`src/design/pcr_pkg.sv`:
```
`default_nettype none

package pcr_pkg;

   localparam int unsigned COORD_W    = 16;
   localparam int unsigned ANGLE_W    = 16;
   localparam int unsigned TIME_W     = 32;
   localparam int unsigned COUNT_W    = 8;
   localparam int unsigned CSR_DATA_W = 16;
   localparam int unsigned CSR_IDX_W  = 3;

   localparam logic [ANGLE_W:0]   FULL_TURN = 17'd36000;
   localparam logic [COUNT_W-1:0] MISS_MAX  = 8'd255;

   localparam logic [CSR_DATA_W-1:0] XY_DEADBAND_RST      = 16'd10;
   localparam logic [CSR_DATA_W-1:0] ANGLE_DEADBAND_RST   = 16'd500;
   localparam logic [CSR_DATA_W-1:0] HEARTBEAT_PERIOD_RST = 16'd1000;
   localparam logic [CSR_DATA_W-1:0] IDLE_DELAY_RST       = 16'd1000;
   localparam logic [COUNT_W-1:0]    LOST_LIMIT_RST       = 8'd10;
   localparam logic [CSR_DATA_W-1:0] BCAST_PERIOD_RST     = 16'd100;

   typedef enum logic [CSR_IDX_W-1:0] {
      CSR_XY_DEADBAND      = 3'd0,
      CSR_ANGLE_DEADBAND   = 3'd1,
      CSR_HEARTBEAT_PERIOD = 3'd2,
      CSR_IDLE_DELAY       = 3'd3,
      CSR_LOST_LIMIT       = 3'd4,
      CSR_BCAST_PERIOD     = 3'd5,
      CSR_STAMPED_MODE     = 3'd6
   } csr_index_type;

endpackage

`default_nettype wire

```
`src/design/pose_change_reporter.sv`:
```
// An accepted item passes through the input register, then the result register,
// which loads only when empty or when its result is taken; rsp_ready low stalls it.
// Throughput: one item per cycle unless stalled; result refilled as it is taken.
// Reset (synchronous, active high): registers to defaults, deadband references,
// timers and miss count to zero, lifted status set, both stages empty.
`default_nettype none

module pose_change_reporter (
   input  wire logic                                 clock,
   input  wire logic                                 reset,
   input  wire logic                                 req_valid,
   output      logic                                 req_ready,
   input  wire logic signed [pcr_pkg::COORD_W-1:0]   req_pos_x,
   input  wire logic signed [pcr_pkg::COORD_W-1:0]   req_pos_y,
   input  wire logic signed [pcr_pkg::ANGLE_W-1:0]   req_angle_cdeg,
   input  wire logic                                 req_off_ground,
   input  wire logic                                 req_decode_ok,
   input  wire logic        [pcr_pkg::TIME_W-1:0]    req_now_ms,
   output      logic                                 rsp_valid,
   input  wire logic                                 rsp_ready,
   output      logic                                 rsp_send_pose,
   output      logic                                 rsp_kidnap_event,
   output      logic                                 rsp_kidnap_now,
   output      logic                                 rsp_activity,
   output      logic signed [pcr_pkg::COORD_W-1:0]   rsp_out_x,
   output      logic signed [pcr_pkg::COORD_W-1:0]   rsp_out_y,
   output      logic        [pcr_pkg::ANGLE_W-1:0]   rsp_out_theta,
   output      logic        [pcr_pkg::TIME_W-1:0]    rsp_out_stamp,
   input  wire logic                                 csr_wr_en,
   input  wire logic        [pcr_pkg::CSR_IDX_W-1:0] csr_index,
   input  wire logic        [pcr_pkg::CSR_DATA_W-1:0] csr_wdata
);
   import pcr_pkg::*;

   // configuration
   logic [CSR_DATA_W-1:0] xy_db_ff, ang_db_ff, hb_period_ff, idle_delay_ff, bc_period_ff;
   logic [COUNT_W-1:0]    lost_limit_ff;
   logic                  stamped_ff;

   // input stage
   logic                      in_valid_ff;
   logic signed [COORD_W-1:0] in_x_ff, in_y_ff;
   logic signed [ANGLE_W-1:0] in_ang_ff;
   logic                      in_off_ff, in_ok_ff;
   logic [TIME_W-1:0]         in_now_ff;

   // result stage
   logic                      out_valid_ff;
   logic                      out_send_ff, out_event_ff, out_lifted_ff, out_act_ff;
   logic signed [COORD_W-1:0] out_x_ff, out_y_ff;
   logic [ANGLE_W-1:0]        out_theta_ff;
   logic [TIME_W-1:0]         out_stamp_ff;

   // tracking state
   logic signed [COORD_W-1:0] ref_x_ff, ref_y_ff, ref_x_in, ref_y_in;
   logic [ANGLE_W-1:0]        ref_theta_ff, ref_theta_in;
   logic                      lifted_ff, lifted_in, idle_ff, idle_in;
   logic [COUNT_W-1:0]        miss_ff, miss_in;
   logic [TIME_W-1:0]         last_change_ff, last_change_in;
   logic [TIME_W-1:0]         last_bcast_ff, last_bcast_in;
   logic [TIME_W-1:0]         good_stamp_ff, good_stamp_in;

   logic advance;

   // per-item logic
   logic signed [ANGLE_W:0]   neg_ang;
   logic [ANGLE_W-1:0]        theta;
   logic signed [COORD_W:0]   dx, dy;
   logic signed [ANGLE_W:0]   dt;
   logic [COORD_W-1:0]        adx, ady;
   logic [ANGLE_W-1:0]        adt;
   logic                      xs, ys, ts, same, pose_ok;
   logic [CSR_DATA_W-1:0]     hb;
   logic [TIME_W-1:0]         since_bcast, since_change;
   logic                      send, event_hit, act;
   logic [COUNT_W-1:0]        miss_inc;

   assign advance   = in_valid_ff && (!out_valid_ff || rsp_ready);
   assign req_ready = !in_valid_ff || advance;

   always_comb begin
      neg_ang = -{in_ang_ff[ANGLE_W-1], in_ang_ff};
      if (neg_ang < 0) begin
         theta = ANGLE_W'(neg_ang + $signed(FULL_TURN));
      end else begin
         theta = ANGLE_W'(neg_ang);
      end

      dx  = {in_x_ff[COORD_W-1], in_x_ff} - {ref_x_ff[COORD_W-1], ref_x_ff};
      dy  = {in_y_ff[COORD_W-1], in_y_ff} - {ref_y_ff[COORD_W-1], ref_y_ff};
      dt  = $signed({1'b0, theta}) - $signed({1'b0, ref_theta_ff});
      adx = COORD_W'(dx < 0 ? -dx : dx);
      ady = COORD_W'(dy < 0 ? -dy : dy);
      adt = ANGLE_W'(dt < 0 ? -dt : dt);
      xs  = adx < xy_db_ff;
      ys  = ady < xy_db_ff;
      ts  = adt < ang_db_ff;

      ref_x_in     = ref_x_ff;
      ref_y_in     = ref_y_ff;
      ref_theta_in = ref_theta_ff;
      if (!in_off_ff) begin
         if (!xs) ref_x_in = in_x_ff;
         if (!ys) ref_y_in = in_y_ff;
         if (!ts) ref_theta_in = theta;
         same = xs && ys && ts;
      end else begin
         same = lifted_ff;
      end

      good_stamp_in = in_ok_ff ? in_now_ff : good_stamp_ff;
      pose_ok       = !in_off_ff && !in_x_ff[COORD_W-1] && !in_y_ff[COORD_W-1];
      hb            = (hb_period_ff > bc_period_ff) ? hb_period_ff : bc_period_ff;
      since_bcast   = in_now_ff - last_bcast_ff;
      since_change  = in_now_ff - last_change_ff;
      miss_inc      = (miss_ff < MISS_MAX) ? miss_ff + 1'b1 : miss_ff;

      send           = 1'b0;
      event_hit      = 1'b0;
      act            = 1'b0;
      lifted_in      = lifted_ff;
      idle_in        = idle_ff;
      miss_in        = miss_ff;
      last_change_in = last_change_ff;
      last_bcast_in  = last_bcast_ff;

      if (pose_ok) begin
         miss_in   = '0;
         event_hit = lifted_ff;
         lifted_in = 1'b0;
         if (!same || !idle_ff) begin
            if (!same) begin
               last_change_in = in_now_ff;
               idle_in        = 1'b0;
            end
            if (since_bcast >= TIME_W'(bc_period_ff)) begin
               send          = 1'b1;
               last_bcast_in = in_now_ff;
            end
            act = 1'b1;
            if (same && !stamped_ff && since_change >= TIME_W'(idle_delay_ff)) begin
               idle_in = 1'b1;
            end
         end else begin
            if (stamped_ff) idle_in = 1'b0;
            if (since_change >= TIME_W'(hb)) begin
               last_change_in = in_now_ff;
               send           = 1'b1;
            end
         end
      end else begin
         miss_in = miss_inc;
         if (miss_inc >= lost_limit_ff && !lifted_ff) begin
            lifted_in = 1'b1;
            event_hit = 1'b1;
         end
      end
   end

   always_ff @(posedge clock) begin
      if (reset) begin
         xy_db_ff      <= XY_DEADBAND_RST;
         ang_db_ff     <= ANGLE_DEADBAND_RST;
         hb_period_ff  <= HEARTBEAT_PERIOD_RST;
         idle_delay_ff <= IDLE_DELAY_RST;
         lost_limit_ff <= LOST_LIMIT_RST;
         bc_period_ff  <= BCAST_PERIOD_RST;
         stamped_ff    <= 1'b0;
      end else if (csr_wr_en) begin
         unique case (csr_index)
            CSR_XY_DEADBAND:      xy_db_ff      <= csr_wdata;
            CSR_ANGLE_DEADBAND:   ang_db_ff     <= csr_wdata;
            CSR_HEARTBEAT_PERIOD: hb_period_ff  <= csr_wdata;
            CSR_IDLE_DELAY:       idle_delay_ff <= csr_wdata;
            CSR_LOST_LIMIT:       lost_limit_ff <= csr_wdata[COUNT_W-1:0];
            CSR_BCAST_PERIOD:     bc_period_ff  <= csr_wdata;
            CSR_STAMPED_MODE:     stamped_ff    <= csr_wdata[0];
            default: ;
         endcase
      end
   end

   always_ff @(posedge clock) begin
      if (reset) begin
         in_valid_ff <= 1'b0;
      end else if (req_ready) begin
         in_valid_ff <= req_valid;
      end
   end

   always_ff @(posedge clock) begin
      if (req_valid && req_ready) begin
         in_x_ff   <= req_pos_x;
         in_y_ff   <= req_pos_y;
         in_ang_ff <= req_angle_cdeg;
         in_off_ff <= req_off_ground;
         in_ok_ff  <= req_decode_ok;
         in_now_ff <= req_now_ms;
      end
   end

   always_ff @(posedge clock) begin
      if (reset) begin
         out_valid_ff <= 1'b0;
      end else if (advance) begin
         out_valid_ff <= 1'b1;
      end else if (rsp_ready) begin
         out_valid_ff <= 1'b0;
      end
   end

   always_ff @(posedge clock) begin
      if (advance) begin
         out_send_ff   <= send;
         out_event_ff  <= event_hit;
         out_lifted_ff <= lifted_in;
         out_act_ff    <= act;
         out_x_ff      <= in_x_ff;
         out_y_ff      <= in_y_ff;
         out_theta_ff  <= theta;
         out_stamp_ff  <= good_stamp_in;
      end
   end

   always_ff @(posedge clock) begin
      if (reset) begin
         ref_x_ff       <= '0;
         ref_y_ff       <= '0;
         ref_theta_ff   <= '0;
         lifted_ff      <= 1'b1;
         idle_ff        <= 1'b0;
         miss_ff        <= '0;
         last_change_ff <= '0;
         last_bcast_ff  <= '0;
         good_stamp_ff  <= '0;
      end else if (advance) begin
         ref_x_ff       <= ref_x_in;
         ref_y_ff       <= ref_y_in;
         ref_theta_ff   <= ref_theta_in;
         lifted_ff      <= lifted_in;
         idle_ff        <= idle_in;
         miss_ff        <= miss_in;
         last_change_ff <= last_change_in;
         last_bcast_ff  <= last_bcast_in;
         good_stamp_ff  <= good_stamp_in;
      end
   end

   assign rsp_valid        = out_valid_ff;
   assign rsp_send_pose    = out_send_ff;
   assign rsp_kidnap_event = out_event_ff;
   assign rsp_kidnap_now   = out_lifted_ff;
   assign rsp_activity     = out_act_ff;
   assign rsp_out_x        = out_x_ff;
   assign rsp_out_y        = out_y_ff;
   assign rsp_out_theta    = out_theta_ff;
   assign rsp_out_stamp    = out_stamp_ff;

endmodule

`default_nettype wire
```
`config.mk`:
```
export PLATFORM = sky130hd
export DESIGN_NAME = pose_change_reporter
export DESIGN_NICKNAME = d
export VERILOG_FILES = /design/src/design/pcr_pkg.sv /design/src/design/pose_change_reporter.sv
export SDC_FILE = /design/constraint.sdc
export NUM_CORES = 1
export LEC_CHECK = 0
export BUFFER_PORTS_ARGS = -buffer_cell sky130_fd_sc_hd__buf_2
export CAP_MARGIN = 0
export CORE_MARGIN = 5
export CORE_UTILIZATION = 25
export DETAILED_ROUTE_END_ITERATION = 6
export PLACE_DENSITY = 0.38
export SYNTH_ARGS = -nofsm -noshare
export SYNTH_HDL_FRONTEND = slang
export SYNTH_SLANG_ARGS = --single-unit
```
`constraint.sdc`:
```
create_clock -name clock -period 10 [get_ports clock]
set_input_delay 0 -clock clock [delete_from_list [all_inputs] [get_ports clock]]
set_output_delay 0 -clock clock [all_outputs]
set_load 0.02 [all_outputs]
```
* After elaboration in Yosys (flattened, before gate mapping)
Index checks and enable logic that the tools add are counted.
** Storage, ports and cells
- Bits in registers :: 411
- Input port bits :: 106
- Output and inout port bits :: 86
- Logic and storage cells :: 132
** Operators by class
- Add/subtract/negate cells :: 11
- Magnitude comparators :: 13
- Equal/unequal tests :: 8
- Mux-type cells :: 26
- Bitwise gates (word level) :: 4
- Reductions and logical operators :: 38
** Operators by type and width (count)
- $mux 32 :: 4
- $ge 32x16->1 :: 3
- $mux 16 :: 5
- $lt 17x1->1 const B :: 4
- $sub 32x32->32 :: 2
- $sub 16x16->17 :: 3
- $lt 16x16->1 :: 3
- $neg 16->16 :: 3
- $neg 17->17 :: 1
- $add 16x16->16 const B :: 1
- $gt 16x16->1 :: 1
- $mux 8 :: 2
- $mux 1 :: 15
- $reduce_and 2->1 :: 7
- $reduce_and 4->1 :: 3
- $eq 3x3->1 const B :: 3
- $logic_and 1x1->1 :: 9
- $logic_not 1->1 :: 9
- $reduce_and 3->1 :: 3
- $add 8x1->8 const B :: 1
- $ge 8x8->1 :: 1
- $lt 8x8->1 const B :: 1
- $eq 3x2->1 const B :: 2
- $reduce_bool 2->1 :: 3
- 6 further kinds :: 11

* Depth between registers and ports, before layout
Gate-level depths: netlist of run 1.
- Depth after elaboration :: 13
- Gate-level depth with buffers :: 36
- Depth with buffers taken out :: 32

* Least setup slack after synthesis of run 1
No wires, ideal clock.
- Path type :: reg-to-reg
- Start point :: reg in_ang_ff[5]
- End point :: reg out_send_ff (netlist: rsp_send_pose), data pin
- Library setup time :: 0.255 ns
- Arrival time :: 6.876 ns
- Data required time :: 9.745 ns
- Path slack :: 2.869 ns
- Stages on the path, launching flop included :: 32
- Buffers on the path :: 3
- Period minus slack after synthesis :: 7.131 ns
- Path through :: edfxtp_1 -> or3_1 -> or4_1 -> nor3_1 -> nand2_1 -> nor2_1 -> or2_2 -> clkbuf_1 -> xnor2_1 -> ha_1 -> o21ai_0 -> nor2b_1 -> a211oi_1 -> nor4_1 -> o21bai_1 -> a21o_1 -> a21oi_1 -> o21ai_0 -> clkbuf_1 -> nor2_1 -> xor2_1 -> ha_1 -> a21o_1 -> a21oi_1 -> o211ai_1 -> o2111a_1 -> a2111oi_0 -> a32oi_1 -> nand2b_1 -> clkbuf_1 -> or4_1 -> and3_1
** Between the ends
- Word-level cells in the longest chain between the ends :: 12
- Elaborated cells on any way between the ends :: 14
- Those cells by class :: add/sub: 4; order compare: 3; mux: 4; reduce/logical: 3
** RTL lines
- from (decl) :: line pose_change_reporter.sv:43 : logic signed [ANGLE_W-1:0] in_ang_ff;
- from (signal assigned) :: line pose_change_reporter.sv:195 : in_ang_ff <= req_angle_cdeg;
- $neg 17->17 (*) :: line pose_change_reporter.sv:82 : neg_ang = -{in_ang_ff[ANGLE_W-1], in_ang_ff};
- $add 16x16->16 / $lt 17x1->1 (equally long branches) :: line pose_change_reporter.sv:84, pose_change_reporter.sv:83
- $mux 16 (*) :: line pose_change_reporter.sv:83 : if (neg_ang < 0) begin
- via theta[5] :: line pose_change_reporter.sv:67 : logic [ANGLE_W-1:0] theta;
- $sub 16x16->17 (*) :: line pose_change_reporter.sv:91 : dt = $signed({1'b0, theta}) - $signed({1'b0, ref_theta_ff});
- $neg 16->16 / $lt 17x1->1 (equally long branches) :: line pose_change_reporter.sv:94 : adt = ANGLE_W'(dt < 0 ? -dt : dt);
- $mux 16 (*) :: line pose_change_reporter.sv:94
- $lt 16x16->1 (*) :: line pose_change_reporter.sv:97 : ts = adt < ang_db_ff;
- $logic_and 1x1->1 (*) :: line pose_change_reporter.sv:106 : same = xs && ys && ts;
- $mux 1 (*) :: line pose_change_reporter.sv:102 : if (!in_off_ff) begin
- $logic_not 1->1 (*)
- $logic_or 1x1->1 (*) :: line pose_change_reporter.sv:131 : if (!same || !idle_ff) begin
- $mux 1 (*) :: line pose_change_reporter.sv:131
- to (signal assigned) :: line pose_change_reporter.sv:214 : out_send_ff <= send;
- to (decl) :: line pose_change_reporter.sv:49 : logic out_send_ff, out_event_ff, out_lifted_ff, out_act_ff;
The timed path passes the listed nets; every way through them passes the cells marked *.
A chain may end at the register's enable or synchronous reset.

* Worst setup path after layout of run 1
Ends and elaborated chain as after synthesis.

==> impl_metrics.env, run 1 <==
export IMPL_drtIter0Drc=1101
export IMPL_timing_final_crit_share_pct=83.4
export IMPL_via_per_inst=4.69
export IMPL_cts_buffer_depth=3
export IMPL_synth_seq_cells=411
export IMPL_layout_min_cycle_time_ns=8.34
export IMPL_io_pins=192
export IMPL_crit_arrival_ns=8.71
export IMPL_wl_per_cell_um=17.5
export IMPL_outcome="complete, no violations"
export IMPL_port_buffers=191
export IMPL_insertion_delay_ns=0.63
export IMPL_antenna_found_initial=4
export IMPL_register_area_um2=9890
export IMPL_die_area_um2=106000
export IMPL_die_h_um=325
export IMPL_cts_root_buf="clkbuf_16"
export IMPL_p_leak_nw=11.5
export IMPL_drt_wl_total_um=75500
export IMPL_cts_buffers=52
export IMPL_post_cts_resize_count=0
export IMPL_finalSetupViolCount=0
export IMPL_synth_avg_cell_area_um2=9.15
export IMPL_dp_cells=4107
export IMPL_grt_pass1_wl_um=119000
export IMPL_utilization_pct=30.5
export IMPL_synth_edf_count=166
export IMPL_path_buf_inv=1
export IMPL_relSlewSlack_pct=23.5
export IMPL_vias=20223
export IMPL_drive_gt1_share_pct=12.9
export IMPL_synth_nets=3063
export IMPL_num_rows=115
export IMPL_max_freq_mhz=120
export IMPL_finalSetupTns_ns=0
export IMPL_multiInputGateArea_um2=13800
export IMPL_cp_top_family="simple AND/OR/NAND/NOR gates"
export IMPL_grt_ovfl_total=0
export IMPL_ant_nets=0
export IMPL_powerDensity_nw_per_um2=162
export IMPL_ys_flop_type="dfxtp_1"
export IMPL_dieWidth_um=325
export IMPL_peakVddDrop_mv=0.108
export IMPL_tightestPinTransition_ns=1.14
export IMPL_ys_warn_count=0
export IMPL_required_ns=10.38
export IMPL_path_class="reg2reg"
export IMPL_n_fill_cell=10333
export IMPL_crit_fanout=33
export IMPL_synthToLayoutAreaGrowth_pct=20.7
export IMPL_whs_ns=0.0756
export IMPL_drcViolationCount=0
export IMPL_end_kind="flip-flop"
export IMPL_start_kind="flip-flop"
export IMPL_crit_slowest_cell="a2111oi_0"
export IMPL_stdcell_count=4316
export IMPL_grt_pass1_vias=20680
export IMPL_maxCapViolCount=0
export IMPL_grt_usage_pct=14.0
export IMPL_holdBufCountCts=107
export IMPL_finalPower_mw=4.87
export IMPL_synth_seq_area_share_pct=39.7
export IMPL_dp_hpwl_um=56100
export IMPL_post_cts_buffers=0
export IMPL_rsz0062_at_grt="false"
export IMPL_hp_class="in2reg"
export IMPL_place_gp_congestion=0.818
export IMPL_fin_nets=3325
export IMPL_hold_viol=0
export IMPL_cts_sinks=411
export IMPL_synth_area_um2=24900
export IMPL_core_um2=98600
export IMPL_clkSlewWorstSetupHoldPaths_ns=0.06
export IMPL_grt_max_degree=117
export IMPL_start_util_pct=25.2
export IMPL_cp_common_cell="a21oi_1"
export IMPL_netlist_instances=2719
export IMPL_ys_async_sr_fraction_pct=0
export IMPL_max_stage_delay_ns=0.58
export IMPL_dr_pass1_iters=7
export IMPL_finalClockSkew_ns=0.0217
export IMPL_tritoncts="yes"
export IMPL_synth_distinct_cells=81
export IMPL_htreeDepth=2
export IMPL_slew_violations=0
logic make-up (layout without fill, tap and decap cells):
logic type / count (synthesis) / count (layout) / share of synthesized area (%)
AO/OA/AOI/OAI: 627 / 627 / 17.0
buffers and inverters: 323 / 628 / 5.05
AND/OR/NAND/NOR: 858 / 858 / 16.1
multiplexers: 115 / 115 / 4.80
XOR/XNOR: 147 / 147 / 5.17
adder cells (fa/ha/maj): 238 / 238 / 12.1
other: 0 / 5 / 0
flip-flops: 411 / 411 / 39.7
sequential cells by signal (all words and copies together), names as in the netlist, 8 cells and up:
signal / cells
good_stamp_ff: 32
in_now_ff: 32
last_bcast_ff: 32
last_change_ff: 32
rsp_out_stamp: 32
ang_db_ff: 16
bc_period_ff: 16
hb_period_ff: 16
idle_delay_ff: 16
in_ang_ff: 16
in_x_ff: 16
in_y_ff: 16
ref_theta_ff: 16
ref_x_ff: 16
ref_y_ff: 16
rsp_out_theta: 16
rsp_out_x: 16
rsp_out_y: 16
xy_db_ff: 16
lost_limit_ff: 8
miss_ff: 8
worst reg2reg max path, delay by kind of cell, from the launching register on:
| family | cells | cell delay [ns] |
|---|---|---|
| AND/OR/NAND/NOR | 12 | 3.40 |
| AO/OA/AOI/OAI | 14 | 3.16 |
| adder cells (fa/ha/maj) | 2 | 0.62 |
| flip-flops | 1 | 0.44 |
| buffers and inverters | 1 | 0.27 |
| XOR/XNOR | 1 | 0.18 |
metal layers:
metal,vias to the layer above,track usage [%],share of wire [%]
li1,10186,-,-
met1,9609,18.7,48
met2,347,23.6,47
met3,81,2.06,3.5
met4,0,3.64,2.2
met5,-,0,0
layout make-up:
| type | count | share of cell area (%) |
|---|---|---|
| Tap cell | 1287 | 5.36 |
| Antenna cell | 5 | 0.0417 |
| Multi-Input combinational cell | 1985 | 45.9 |
| Sequential cell | 411 | 32.9 |
| Clock inverter | 22 | 0.888 |
| Inverter | 214 | 2.69 |
| Clock buffer | 75 | 4.94 |
| Timing Repair Buffer | 317 | 7.26 |
synth_stat cells, types with 5 or more instances:
cell type	instances	area share, %
o31ai_2	30	1.5
a21boi_0	5	0.15
a21o_1	60	1.8
nor3_1	39	0.78
and3_1	13	0.33
mux2_2	35	1.6
o21ai_0	76	1.5
xnor2_1	96	3.4
mux2i_1	80	3.2
a21oi_1	224	4.5
o31ai_1	34	1.0
nand2_1	356	5.4
buf_1	7	0.11
ha_1	233	12
buf_2	17	0.34
nand4_1	56	1.4
nor2b_1	50	1.3
nor3b_1	5	0.15
clkbuf_1	82	1.2
nor2_1	185	2.8
o21a_1	28	0.84
nand3_1	36	0.72
a211o_1	10	0.35
inv_1	213	3.2
a31oi_1	23	0.58
nand3b_1	22	0.66
nor4_1	7	0.18
nand2b_1	31	0.78
xor2_1	51	1.8
or2_2	10	0.25
o21ai_1	7	0.14
o211ai_1	15	0.45
o2111ai_1	8	0.28
a2111oi_0	11	0.39
edfxtp_1	166	20
or3_1	10	0.25
and2_1	16	0.40
a22oi_1	9	0.27
dfxtp_1	245	20
fa_1	5	0.40
or4_1	8	0.24
a211oi_1	18	0.54
o21bai_1	17	0.51
per-stage QoR:
stage | area (um^2) | worst slack [ns]
global route | 30000 | 0.682
finish | 30000 | 1.66
floorplan | 24900 | 2.87
global placement | 27200 | 1.71
detailed placement | 27200 | 1.63
CTS | 30000 | 1.58
path summary, 6_finish.rpt:
kind	from	slack, ns	cells after the start	to
setup / recovery	in_ang_ff[5]$_DFFE_PP_	1.66	30	rsp_send_pose$_SDFFCE_PN0P_
hold / removal	req_pos_x[10]	0.08	2	in_x_ff[10]$_DFFE_PP_
setup reg to reg	in_ang_ff[5]$_DFFE_PP_	1.66	30	rsp_send_pose$_SDFFCE_PN0P_
hold reg to reg	good_stamp_ff[16]$_SDFFE_PP0P_	0.45	2	good_stamp_ff[16]$_SDFFE_PP0P_
power breakdown:
group / switching [mW] / total (mW) / internal, mW
registers: 0.0480 / 1.87 / 1.82
logic: 0.618 / 1.06 / 0.442
clock network: 0.778 / 1.94 / 1.16
cell usage in the layout (no fill, tap or decap), types with 9 or more instances in the layout:
master           n
nor2_1         185
a211o_1         10
or3_1           10
dlygate4sd3_1  107
nand2b_1        30
o21a_1          28
nor2b_1         50
nand2_1        356
ha_1           233
and3_1          12
edfxtp_1       166
o21bai_1        17
inv_1          213
clkbuf_16       54
clkbuf_1        15
o21ai_0         76
dfxtp_1        245
a2111oi_0       11
o211ai_1        15
or2_2           10
nand3_1         36
buf_4           19
xnor2_1         96
xor2_1          51
mux2_2          35
a21oi_1        224
mux2i_1         80
nand4_1         56
a211oi_1        18
a22oi_1          9
o31ai_1         33
buf_2          190
and2_1          15
a31oi_1         23
nor3_1          36
nand3b_1        22
a21o_1          60
o31ai_2         31
(Power assumes the default switching activity.)
==> inputs of run 2 (changes only) <==
==> constraint.sdc (replaced) <==
create_clock -name clock -period 7.83 [get_ports clock]
set_input_delay 0 -clock clock [delete_from_list [all_inputs] [get_ports clock]]
set_output_delay 0 -clock clock [all_outputs]
set_load 0.02 [all_outputs]
==> run 2 against run 1 <==
Net effect:
- sequential power grew 27%
- register-to-register slack lost 1.0 ns
- non-clock buffer count grew 2
- clock power grew 30%
- maximum frequency grew 16%
- global-route usage is essentially flat
- count of clock-buffer cells in the layout shrank 7
- first-iteration DRC count grew 8.3%
- combinational power grew 30%
- via count grew 0.56%
- worst hold slack gained 0.0050 ns
==> impl_metrics.env, run 2 (synthesis results as in run 1) <==
export IMPL_grt_ovfl_total=0
export IMPL_finalPower_mw=6.28
export IMPL_via_per_inst=4.71
export IMPL_die_h_um=325
export IMPL_core_um2=98600
export IMPL_io_pins=192
export IMPL_final_cell_mix="nand2_1 (356), dfxtp_1 (245), ha_1 (233)"
export IMPL_max_freq_mhz=139
export IMPL_start_kind="flip-flop"
export IMPL_drcViolationCount=0
export IMPL_relSlewSlack_pct=11.6
export IMPL_grt_pass1_wl_um=119000
export IMPL_grt_usage_pct=13.9
export IMPL_dp_hpwl_um=56400
export IMPL_finalClockSkew_ns=0.0204
export IMPL_max_stage_delay_ns=0.53
export IMPL_dr_pass1_iters=5
export IMPL_outcome="complete, no violations"
export IMPL_tritoncts="yes"
export IMPL_peakVddDrop_mv=0.152
export IMPL_path_buf_inv=0
export IMPL_grt_pass1_vias=20594
export IMPL_clkSlewWorstSetupHoldPaths_ns=0.06
export IMPL_wl_per_cell_um=17.7
export IMPL_antenna_found_initial=2
export IMPL_cts_sinks=411
export IMPL_cts_buffers=52
export IMPL_place_gp_congestion=0.828
export IMPL_port_buffers=191
export IMPL_n_fill_cell=10267
export IMPL_seqPwrFrac_pct=38.0
export IMPL_insertion_delay_ns=0.63
export IMPL_htreeDepth=2
export IMPL_crit_fanout=6
export IMPL_cts_buffer_depth=3
export IMPL_grt_max_degree=132
export IMPL_final_common_cell="nand2_1"
export IMPL_cp_top_family="simple AND/OR/NAND/NOR gates"
export IMPL_p_sw_mw=1.87
export IMPL_end_kind="flip-flop"
export IMPL_tightestPinTransition_ns=1.32
export IMPL_start_util_pct=25.2
export IMPL_crit_arrival_ns=7.58
export IMPL_drive_gt1_share_pct=13.3
export IMPL_swShare_pct=29.9
export IMPL_whs_ns=0.0806
export IMPL_timing_final_crit_share_pct=91.8
export IMPL_p_int_mw=4.40
export IMPL_placed_area_um2=27200
export IMPL_drt_wl_total_um=76500
export IMPL_num_rows=115
export IMPL_path_class="reg2reg"
export IMPL_drtIter0Drc=1192
export IMPL_stdcell_area_um2=30100
export IMPL_fin_nets=3328
export IMPL_maxCapViolCount=0
export IMPL_pwr_share_clk_pct=40.1
export IMPL_register_area_um2=9890
export IMPL_p_leak_nw=11.5
export IMPL_synthToLayoutAreaGrowth_pct=21.1
export IMPL_layout_min_cycle_time_ns=7.19
export IMPL_finalSetupViolCount=0
export IMPL_required_ns=8.22
export IMPL_slew_violations=0
export IMPL_ant_nets=0
export IMPL_dieWidth_um=325
export IMPL_hold_viol=0
export IMPL_rsz0062_at_grt="false"
export IMPL_powerDensity_nw_per_um2=208
export IMPL_cts_root_buf="clkbuf_16"
export IMPL_stdcell_count=4318
export IMPL_dp_cells=4108
export IMPL_combPwrFrac_pct=21.9
export IMPL_crit_slowest_cell="or4_1"
export IMPL_multiInputGateArea_um2=13800
export IMPL_vias=20336
export IMPL_hp_class="in2reg"
export IMPL_die_area_um2=106000
## run 2: worst paths after layout
check	startpoint	to	slack (ns)	cells after the start
max	in_ang_ff[7]$_DFFE_PP_	rsp_send_pose$_SDFFCE_PN0P_	0.64	29
min	req_now_ms[23]	in_now_ff[23]$_DFFE_PP_	0.08	2
max reg2reg	in_ang_ff[7]$_DFFE_PP_	rsp_send_pose$_SDFFCE_PN0P_	0.64	29
min reg2reg	good_stamp_ff[15]$_SDFFE_PP0P_	good_stamp_ff[15]$_SDFFE_PP0P_	0.45	2
## run 2: stage by stage
step / util (%) / TNS [ns] / setup WS (ns)
after floorplan: - / 0 / 0.699
after detailed placement: 27.6 / -13.91 / -0.333
after global placement: 27.6 / -4.62 / -0.142
after global routing: 30.6 / 0 / 0.0815
final: 30.6 / 0 / 0.645
after CTS: 30.5 / 0 / 0.00862
## run 2: layer usage
metal  vias up  part of all wire [%]  track usage (%)
li1      10196                     -                -
met1      9712                    48             18.6
met2       345                    46             23.7
met3        83                   3.6             2.07
met4         0                   2.2             3.55
met5         -                     0                0
## run 2: what timing repair did
| item | CTS | global route |
|---|---|---|
| buffers inserted | 0 | 0 |
| hold endpoints to repair | 229 | 0 |
| gates resized for setup | 3 | 9 |
| cloned | 0 | 1 |
| hold buffers | 107 | 0 |
| endpoints found under the setup margin | 54 | 67 |
## run 2: area by class of cell
cell class / instances / share of cell area (%)
inverters: 214 / 2.68
repair buffers: 319 / 7.31
flip-flops and latches: 411 / 32.8
clock buffers: 68 / 4.93
multi-input cells: 1986 / 45.9
clock inverters: 29 / 1.02
well taps: 1287 / 5.34
diodes: 4 / 0.0332
## run 2: power by group through the flow
stage	clock network, mW	registers, mW	logic (mW)
floorplan	0	2.43	0.936
global placement	0	2.43	1.31
global route	2.70	2.39	1.55
finish	2.52	2.38	1.38
detailed placement	0	2.43	1.32
CTS	2.63	2.39	1.38
